`src/design/qes_pkg.sv`:
```
// Shared constants, types and tables of the quaternion to Euler angle smoother.
package qes_pkg;

	// Block configuration
	localparam int WINDOW_SIZE     = 3;
	localparam int ANGLE_FRAC_BITS = 15;
	localparam int SLOT_W          = $clog2(WINDOW_SIZE);
	localparam int FILL_W          = $clog2(WINDOW_SIZE + 1);
	localparam int UNIT_SHIFT      = 30 - ANGLE_FRAC_BITS;

	// Field widths
	localparam int QUAT_W     = 16;
	localparam int ANG_W      = 18;
	localparam int PITCH_W    = 17;
	localparam int MAX_STEP_W = 17;
	localparam int CFG_IDX_W  = 2;

	// Register indexes
	localparam logic [CFG_IDX_W-1:0] CFG_RAW_MODE       = 2'd0;
	localparam logic [CFG_IDX_W-1:0] CFG_MAX_PITCH_STEP = 2'd1;
	localparam logic [MAX_STEP_W-1:0] MAX_STEP_RESET    = 17'd572;

	// CORDIC datapath
	localparam int OPND_W       = 35;
	localparam int CORDIC_W     = 44;
	localparam int Z_W          = 34;
	localparam int CORDIC_STEPS = 31;
	localparam int STEP_W       = $clog2(CORDIC_STEPS);
	localparam longint PI_Q30      = 64'sd3373259426;
	localparam longint HALF_PI_Q30 = 64'sd1686629713;
	localparam longint PI_UNITS_L  =
		(PI_Q30 + (64'sd1 <<< (UNIT_SHIFT - 1))) >>> UNIT_SHIFT;
	localparam logic signed [Z_W-1:0] PI_Z       = Z_W'(PI_Q30);
	localparam logic signed [Z_W-1:0] HALF_PI_Z  = Z_W'(HALF_PI_Q30);
	localparam logic signed [Z_W-1:0] ROUND_HALF = Z_W'(64'sd1 <<< (UNIT_SHIFT - 1));
	localparam logic signed [CORDIC_W-1:0] NORM_COARSE = CORDIC_W'(64'sd1 <<< 31);
	localparam logic signed [CORDIC_W-1:0] NORM_TARGET = CORDIC_W'(64'sd1 <<< 39);
	localparam int NORM_COARSE_SHIFT = 8;

	// Window average: sum width and reciprocal for the divide by the window size
	localparam int SUM_W     = ANG_W + 2 + $clog2(WINDOW_SIZE);
	localparam int DIV_K     = 24;
	localparam longint DIV_RECIP =
		((64'sd1 <<< DIV_K) + 2 * WINDOW_SIZE - 1) / (2 * WINDOW_SIZE);

	localparam int QUEUE_DEPTH = 2;

	typedef logic signed [OPND_W-1:0] opnd_t;
	typedef logic signed [ANG_W-1:0]  angle_t;

	localparam angle_t PI_UNITS      = ANG_W'(PI_UNITS_L);
	localparam angle_t HALF_PI_UNITS = ANG_W'(PI_UNITS_L >>> 1);

	// atan2 operand pairs of one sample, y before x
	typedef struct packed {
		opnd_t roll_y;
		opnd_t roll_x;
		opnd_t yaw_y;
		opnd_t yaw_x;
		opnd_t pitch_y;
		opnd_t pitch_x;
	} work_t;

	// atan(2^-i) in Q30 radians, truncated
	function automatic logic signed [31:0] cordic_angle(input logic [STEP_W-1:0] i);
		logic signed [31:0] a;
		case (i)
			5'd0:  a = 32'sh3243F6A8;
			5'd1:  a = 32'sh1DAC6705;
			5'd2:  a = 32'sh0FADBAFC;
			5'd3:  a = 32'sh07F56EA6;
			5'd4:  a = 32'sh03FEAB76;
			5'd5:  a = 32'sh01FFD55B;
			5'd6:  a = 32'sh00FFFAAA;
			5'd7:  a = 32'sh007FFF55;
			5'd8:  a = 32'sh003FFFEA;
			5'd9:  a = 32'sh001FFFFD;
			5'd10: a = 32'sh000FFFFF;
			5'd11: a = 32'sh0007FFFF;
			5'd12: a = 32'sh0003FFFF;
			5'd13: a = 32'sh0001FFFF;
			5'd14: a = 32'sh0000FFFF;
			5'd15: a = 32'sh00007FFF;
			5'd16: a = 32'sh00003FFF;
			5'd17: a = 32'sh00001FFF;
			5'd18: a = 32'sh00000FFF;
			5'd19: a = 32'sh000007FF;
			5'd20: a = 32'sh000003FF;
			5'd21: a = 32'sh000001FF;
			5'd22: a = 32'sh000000FF;
			5'd23: a = 32'sh0000007F;
			5'd24: a = 32'sh0000003F;
			5'd25: a = 32'sh0000001F;
			5'd26: a = 32'sh0000000F;
			5'd27: a = 32'sh00000008;
			5'd28: a = 32'sh00000004;
			5'd29: a = 32'sh00000002;
			5'd30: a = 32'sh00000001;
			default: a = 32'sh00000000;
		endcase
		return a;
	endfunction

endpackage

```
`src/design/qes_queue.sv`:
```
// Short work queue between the front and the back.
module qes_queue (
	input  logic            clk,
	input  logic            arst_n,
	input  logic            push_valid,
	output logic            push_ready,
	input  qes_pkg::work_t  push_data,
	output logic            pop_valid,
	input  logic            pop_ready,
	output qes_pkg::work_t  pop_data
);
	import qes_pkg::*;

	localparam int PTR_W = $clog2(QUEUE_DEPTH);
	localparam int CNT_W = $clog2(QUEUE_DEPTH + 1);

	work_t             mem_q [QUEUE_DEPTH];
	logic [PTR_W-1:0]  wr_ptr_q, rd_ptr_q;
	logic [CNT_W-1:0]  count_q;
	logic              do_push, do_pop;

	assign push_ready = (count_q != CNT_W'(QUEUE_DEPTH));
	assign pop_valid  = (count_q != '0);
	assign pop_data   = mem_q[rd_ptr_q];
	assign do_push    = push_valid && push_ready;
	assign do_pop     = pop_valid && pop_ready;

	always_ff @(posedge clk or negedge arst_n) begin
		if (!arst_n) begin
			wr_ptr_q <= '0;
			rd_ptr_q <= '0;
			count_q  <= '0;
		end else begin
			if (do_push) begin
				wr_ptr_q <= (wr_ptr_q == PTR_W'(QUEUE_DEPTH - 1)) ? '0 : wr_ptr_q + 1'b1;
			end
			if (do_pop) begin
				rd_ptr_q <= (rd_ptr_q == PTR_W'(QUEUE_DEPTH - 1)) ? '0 : rd_ptr_q + 1'b1;
			end
			if (do_push && !do_pop) begin
				count_q <= count_q + 1'b1;
			end else if (do_pop && !do_push) begin
				count_q <= count_q - 1'b1;
			end
		end
	end

	always_ff @(posedge clk) begin
		if (do_push) begin
			mem_q[wr_ptr_q] <= push_data;
		end
	end

	assert property (@(posedge clk) disable iff (!arst_n) count_q <= CNT_W'(QUEUE_DEPTH))
		else $error("queue count beyond depth");

endmodule

```
`config.mk`:
```
export PLATFORM = sky130hd
export DESIGN_NAME = qes_queue
export DESIGN_NICKNAME = d
export VERILOG_FILES = /design/src/design/qes_pkg.sv /design/src/design/qes_queue.sv
export SDC_FILE = /design/constraint.sdc
export NUM_CORES = 1
export LEC_CHECK = 0
export CAP_MARGIN = 40
export CORE_MARGIN = 2
export CORE_UTILIZATION = 50
export CTS_CLUSTER_DIAMETER = 40
export DETAILED_ROUTE_END_ITERATION = 12
export DONT_BUFFER_PORTS = 1
export GPL_TIMING_DRIVEN = 0
export HOLD_SLACK_MARGIN = 0.1
export PLACE_DENSITY = 0.68
export SLEW_MARGIN = 20
export SYNTH_ARGS = -nofsm -noshare
export SYNTH_HDL_FRONTEND = slang
export SYNTH_SLANG_ARGS = --single-unit
```
`constraint.sdc`:
```
create_clock -name clk -period 10.25 [get_ports clk]
set_clock_uncertainty 0.15 [all_clocks]
set_input_delay 2.05 -clock clk [delete_from_list [all_inputs] [get_ports clk]]
set_output_delay 2.05 -clock clk [all_outputs]
set_load 0.03 [all_outputs]
```
==> reports/results.ini, run 1 <==
[cts]
cts_buffers = 44
cts_buffer_depth = 3
cts_root_buf = clkbuf_16
cts_setup_buffers = 0
postCtsHoldBufs = 0
cts_num_sinks = 424
cts_tree = built
h-tree-depth = 2
ctsResizeCount = 0
clkTransAtPathRegs_ns = 0.06
insertion_delay_ns = 0.51

[global_routing]
overflow = 0
grt_pass1_wl_mm = 43.2
grt_max_degree = 58
antenna_found_initial = 0
first_global_vias = 6894
gr-usage-all-layers = 0.178

[logic_synthesis]
synth_fp_nets = 886
yosys.area.top_type = edfxtp_1
ys_warn_count = 0
synth_top_area_frac = 0.818
syn_inst = 671
syn_area_per_cell_um2 = 23.0
yosysSeqAreaShare = 0.825
ys_ff_latch = 424
yosysUniqueCellTypes = 14
netlist_area_um2 = 15400
ys_top_cells_by_area = edfxtp_1 82%, mux2_2 15%, buf_6 1.5%, dfrtp_1 0.65%, xnor2_1 0.17%

[floorplan]
die_h_um = 180
num_rows = 64
core_area_um2 = 30500
ioPinCount = 426
die_w_um = 180
die_area_um2 = 32300
initial_utilization = 0.505

[placement]
numPortBuffers = 0
hpwlAfterDp_mm = 21.7
place_ws_ns = 6.27
place.gp.congestion = 0.776
placed_cell_area_um2 = 16200

[timing]
post-route-period-util = 0.397
drv_slew = 0
timing_hold_violations_final = 0
setup_tns_ns = 0
holdWs_ns = 0.369
worstMarginPinSlew_ns = 0.544
slew_headroom = 0.637
setup_violations = 0
min_period_ns = 4.07
setup_ws_ns = 6.18
grt_setup_unrepaired = no
max_clock_freq_mhz = 246

[pwr]
swShare = 0.356
combinationalPowerShare = 0.336
p_int_uw = 3840
switchingPower_uw = 2130
power_frac_seq = 0.411
ir_drop_mv = 0.221
leakage_uw = 0.00574
power_frac_clock = 0.253
power_density_nw_per_um2 = 339

[finish]
mostFrequentLayoutCells = 420 x edfxtp_1, 210 x mux2_2, 45 x clkbuf_16, 21 x buf_6, 9 x clkinvlp_4
diodes = 0
n_fill_cell = 2151
stdcell_area_um2 = 17600
layout_commonest_cell = edfxtp_1
areaGrowthSynthToFinish_pct = 14.2
fin_nets = 944
drive_gt1_frac = 0.416

[routing]
met1_length_mm = 9.42
top_layer = met4
wl_mm = 29.6
drt_first_pass_iters = 6
via_per_inst = 5.47
route.detailed.drc = 0
wl_met2_mm = 14.9
routedWlPerCell_um = 25.5
initialDrtViolationCount = 367
num_vias = 6333
wl_met3_mm = 4.34
detail-route-antenna-nets = 0

[worst_setup_path]
criticalPathCategory = flip-flop to output port
cp_max_fo = 10
required_ns = 8.05
cp-end-kind = output port
arrival_ns = 1.87
startpoint_type = flip-flop

[worst_hold_path]
hp-class = flip-flop to flip-flop

[run_status]
status = complete, no violations

[run]
drv_cap = 0

## power by group through the flow
stage          Sequential (uW)  Combinational, uW  Clock (uW)
6_report                  2450               2010        1510
3_3_place_gp              2600               1910           0
4_1_cts                   2460               2040        1550
5_1_grt                   2480               2100        1630
2_1_floorplan             2550               1660           0
3_5_place_dp              2490               2030           0
## Yosys cell counts (all sizes together)
master	count
buf	23
or2	1
and3	1
edfxtp	420
inv	1
nand2	2
nand2b	1
xnor2	3
dfrtp	4
nor2	2
mux2	210
xor2	2
ha	1
## cell type report
class,count,area [um2],share of cell area
inverters,1,3.75,0.000213
clock buffers,51,1150,0.0652
clock inverters,28,267,0.0151
multi-input cells,223,2470,0.140
repair buffers,12,270,0.0153
plain buffers,23,246,0.0140
well taps,396,495,0.0281
flip-flops and latches,424,12700,0.722
## cells by family (layout without fill, tap and decap cells)
| kind of cell | after synthesis | after routing | synth area share |
|---|---|---|---|
| buffers and inverters | 24 | 115 | 0.0162 |
| XOR/XNOR | 5 | 5 | 0.00284 |
| adder cells (fa/ha/maj) | 1 | 1 | 0.000811 |
| AND/OR/NAND/NOR | 7 | 7 | 0.00219 |
| multiplexers | 210 | 210 | 0.153 |
| flip-flops | 424 | 424 | 0.825 |
## per-stage QoR
stage                     power, uW   util  instances
after global routing           6210  0.577       1158
after detailed placement       4520  0.531       1079
after global placement         4510  0.522       1067
after CTS                      6050  0.577       1158
final                          5970  0.577       1158
after floorplan                4200      -        671
## state kept, by name (all words and copies together), names as in the netlist
name	flops
wr_ptr_q	1
rd_ptr_q	1
count_q	2
mem_q	420
## final timing paths
kind                                        start                endpoint  slack (ns)  depth (start not counted)
max in group asynchronous                  arst_n    rd_ptr_q$_DFFE_PN0P_        8.80                          0
min in group asynchronous                  arst_n    wr_ptr_q$_DFFE_PN0P_        1.08                          0
hold / removal             count_q[1]$_DFFE_PN0P_  count_q[1]$_DFFE_PN0P_        0.37                          1
hold reg to reg            count_q[1]$_DFFE_PN0P_  count_q[1]$_DFFE_PN0P_        0.37                          1
setup reg to reg           count_q[0]$_DFFE_PN0P_  mem_q[0][37]$_DFFE_PP_        7.44                          7
setup / recovery             rd_ptr_q$_DFFE_PN0P_           pop_data[137]        6.18                          3
## per-layer routing
| layer | vias to the layer above | track usage |
|---|---|---|
| met3 | 55 | 0.109 |
| met4 | 0 | 0.0663 |
| li1 | 2799 | - |
| met1 | 3093 | 0.175 |
| met2 | 386 | 0.303 |
| met5 | - | 0 |
## critical path, cell delays in order, from the launching register on
cell	delay, ns
dfrtp_1	0.47
buf_6	0.23
buf_6	0.19
mux2_2	0.46
Power figures use the tool's default switching activity.
==> inputs of run 2 (changes only) <==
==> constraint.sdc (replaced) <==
create_clock -name clk -period 3.41 [get_ports clk]
set_clock_uncertainty 0.15 [all_clocks]
set_input_delay 0.682 -clock clk [delete_from_list [all_inputs] [get_ports clk]]
set_output_delay 0.682 -clock clk [all_outputs]
set_load 0.03 [all_outputs]
==> run 2 against run 1 <==
Hold slack lost 0.21 ns. Largest cell class unchanged. Sequential power grew to 3.0 times the previous value. Critical path depth stayed put. Register-to-register slack got worse by 6.6 ns. Highest routed layer is now met5. Critical path type unchanged. Via count grew 17%.
==> reports/results.ini, run 2 (same netlist as run 1, synthesis figures left out) <==
[run_status]
status = complete, no violations

[placement]
hpwlAfterDp_mm = 21.6  ; -0.88%
placed_cell_area_um2 = 16200  ; +0.16%
numPortBuffers = 0  ; unchanged
place.gp.congestion = 0.782  ; +0.84%

[timing]
max_clock_freq_mhz = 370
worstMarginPinSlew_ns = 0.800  ; +0.256 ns
setup_violations = 0  ; unchanged
slew_headroom = 0.466  ; -0.170
drv_slew = 0  ; unchanged
grt_setup_unrepaired = no
min_period_ns = 2.70
timing_hold_violations_final = 0  ; unchanged
setup_tns_ns = 0  ; unchanged
post-route-period-util = 0.792

[global_routing]
gr-usage-all-layers = 0.206  ; +0.0286
overflow = 0  ; unchanged
first_global_vias = 8070  ; +17%
grt_max_degree = 61  ; +5.2%
antenna_found_initial = 3  ; +3
grt_pass1_wl_mm = 50.6  ; +17%

[cts]
clkTransAtPathRegs_ns = 0.06  ; about the same
postCtsHoldBufs = 211  ; +211
cts_buffers = 47  ; +6.8%
cts_root_buf = clkbuf_16
cts_tree = built
cts_buffer_depth = 3  ; unchanged
h-tree-depth = 2  ; unchanged
ctsResizeCount = 0  ; unchanged
cts_setup_buffers = 0  ; unchanged
insertion_delay_ns = 0.53  ; +0.02 ns
cts_num_sinks = 424  ; unchanged

[pwr]
switchingPower_uw = 6800  ; +220%
leakage_uw = 0.00676  ; +18%
power_frac_seq = 0.389  ; -0.022
combinationalPowerShare = 0.335  ; about the same
ir_drop_mv = 0.741  ; +240%
power_frac_clock = 0.276  ; +0.023
p_int_uw = 12300  ; +220%
swShare = 0.357  ; about the same
power_density_nw_per_um2 = 954  ; +180%

[floorplan]
ioPinCount = 426  ; unchanged
num_rows = 64  ; unchanged
die_h_um = 180  ; unchanged
initial_utilization = 0.505  ; unchanged
core_area_um2 = 30500  ; unchanged
die_area_um2 = 32300  ; unchanged
die_w_um = 180  ; unchanged

[finish]
drive_gt1_frac = 0.330  ; -0.0857
top_regs = mem_q (420), count_q (2)
largest_reg_flops = 420  ; unchanged
areaGrowthSynthToFinish_pct = 29.6
mostFrequentLayoutCells = 420 x edfxtp_1, 211 x dlygate4sd3_1, 210 x mux2_2, 49 x clkbuf_16, 21 x buf_6
fin_nets = 1157  ; +23%
largest_register = mem_q
layout_commonest_cell = edfxtp_1
stdcell_area_um2 = 20000  ; +13%
n_fill_cell = 1913  ; -11%

[worst_hold_path]
hp-class = input port to flip-flop
holdPathEnd = wr_ptr_q$_DFFE_PN0P_
hold_depth = 2  ; +1
holdCritStartpoint = push_valid

[routing]
via_per_inst = 5.39  ; -1.5%
detail-route-antenna-nets = 0  ; unchanged
route.detailed.drc = 0  ; unchanged
num_vias = 7410  ; +17%
routedWlPerCell_um = 25.1  ; -1.7%
initialDrtViolationCount = 483  ; +32%
drt_first_pass_iters = 7  ; +1
wl_mm = 34.5  ; +17%

[run]
drv_cap = 0  ; unchanged

[worst_setup_path]
startpoint_type = flip-flop
reg2reg_from = count_q[0]$_DFFE_PN0P_
cp-end-kind = output port
rr_endpoint = mem_q[1][193]$_DFFE_PP_
arrival_ns = 1.87  ; about the same
criticalPathCategory = flip-flop to output port
regToRegSetupSlack_ns = 0.84  ; -6.60 ns
ff2ff_path_depth = 4  ; -3
required_ns = 2.58  ; -5.47 ns
cp_max_fo = 10  ; unchanged

## run 2: changes by cell type in the layout (fill, tap and decap cells not counted), moves of 2 or more
cell and delta:
buf_12 -4, buf_16 +3, bufinv_16 +4, clkbuf_16 +4
clkinv_8 +3, clkinvlp_4 -6, dlygate4sd3_1 +211, inv_6 +2
## run 2: cell type report
class,instances,area (um2),share of cell area
well taps,396,495,0.0248
clock buffers,56,1250,0.0627
diodes,1,2.50,0.000125
repair buffers,222,2380,0.119
plain buffers,23,246,0.0123
inverters,1,3.75,0.000188
flip-flops and latches,424,12700,0.636
multi-input cells,223,2490,0.125
clock inverters,29,392,0.0196
## run 2: critical path, stage by stage, from the launching register on
cell,delay (ns)
dfrtp_1,0.44
buf_6,0.22
buf_6,0.20
mux2_2,0.47
## run 2: how the worst max path moves through the flow
stage | startpoint | slack [ns] | to | cells after the start
after floorplan | push_valid | -0.99 | mem_q[0][0]$_DFFE_PP_ | 2
after global placement | push_valid | -2.14 | mem_q[0][179]$_DFFE_PP_ | 2
after detailed placement | count_q[0]$_DFFE_PN0P_ | 0.79 | mem_q[1][0]$_DFFE_PP_ | 4
after CTS | rd_ptr_q$_DFFE_PN0P_ | 0.65 | pop_data[202] | 3
after global routing | rd_ptr_q$_DFFE_PN0P_ | 0.63 | pop_data[202] | 3
final | rd_ptr_q$_DFFE_PN0P_ | 0.71 | pop_data[202] | 3
## run 2: power groups by stage
stage / clock network, uW / registers [uW] / logic (uW)
2_1_floorplan: 0 / 7520 / 5000
3_3_place_gp: 0 / 7620 / 5800
3_5_place_dp: 0 / 7490 / 6150
4_1_cts: 5290 / 7380 / 6410
5_1_grt: 5570 / 7490 / 6620
6_report: 5270 / 7410 / 6380
## run 2: metrics by stage
| stage | worst slack, ns | utilization | hold slack [ns] | instances | power [uW] |
|---|---|---|---|---|---|
| final | 0.710 | 0.655 | 0.159 | 1375 | 19100 |
| after detailed placement | 0.795 | 0.532 | 0.237 | 1078 | 13600 |
| after CTS | 0.649 | 0.655 | 0.136 | 1374 | 19100 |
| after floorplan | -0.990 | - | 0.236 | 671 | 12500 |
| after global routing | 0.634 | 0.655 | 0.139 | 1375 | 19700 |
| after global placement | -2.14 | 0.523 | 0.237 | 1067 | 13400 |
## run 2: layer usage
layer / vias to the layer above / GRT usage / wire length (um)
li1: 3235 / - / -
met1: 3702 / 0.232 / 12100
met2: 408 / 0.360 / 17900
met3: 61 / 0.0851 / 3690
met4: 4 / 0.0618 / 788
met5: - / 0 / 27
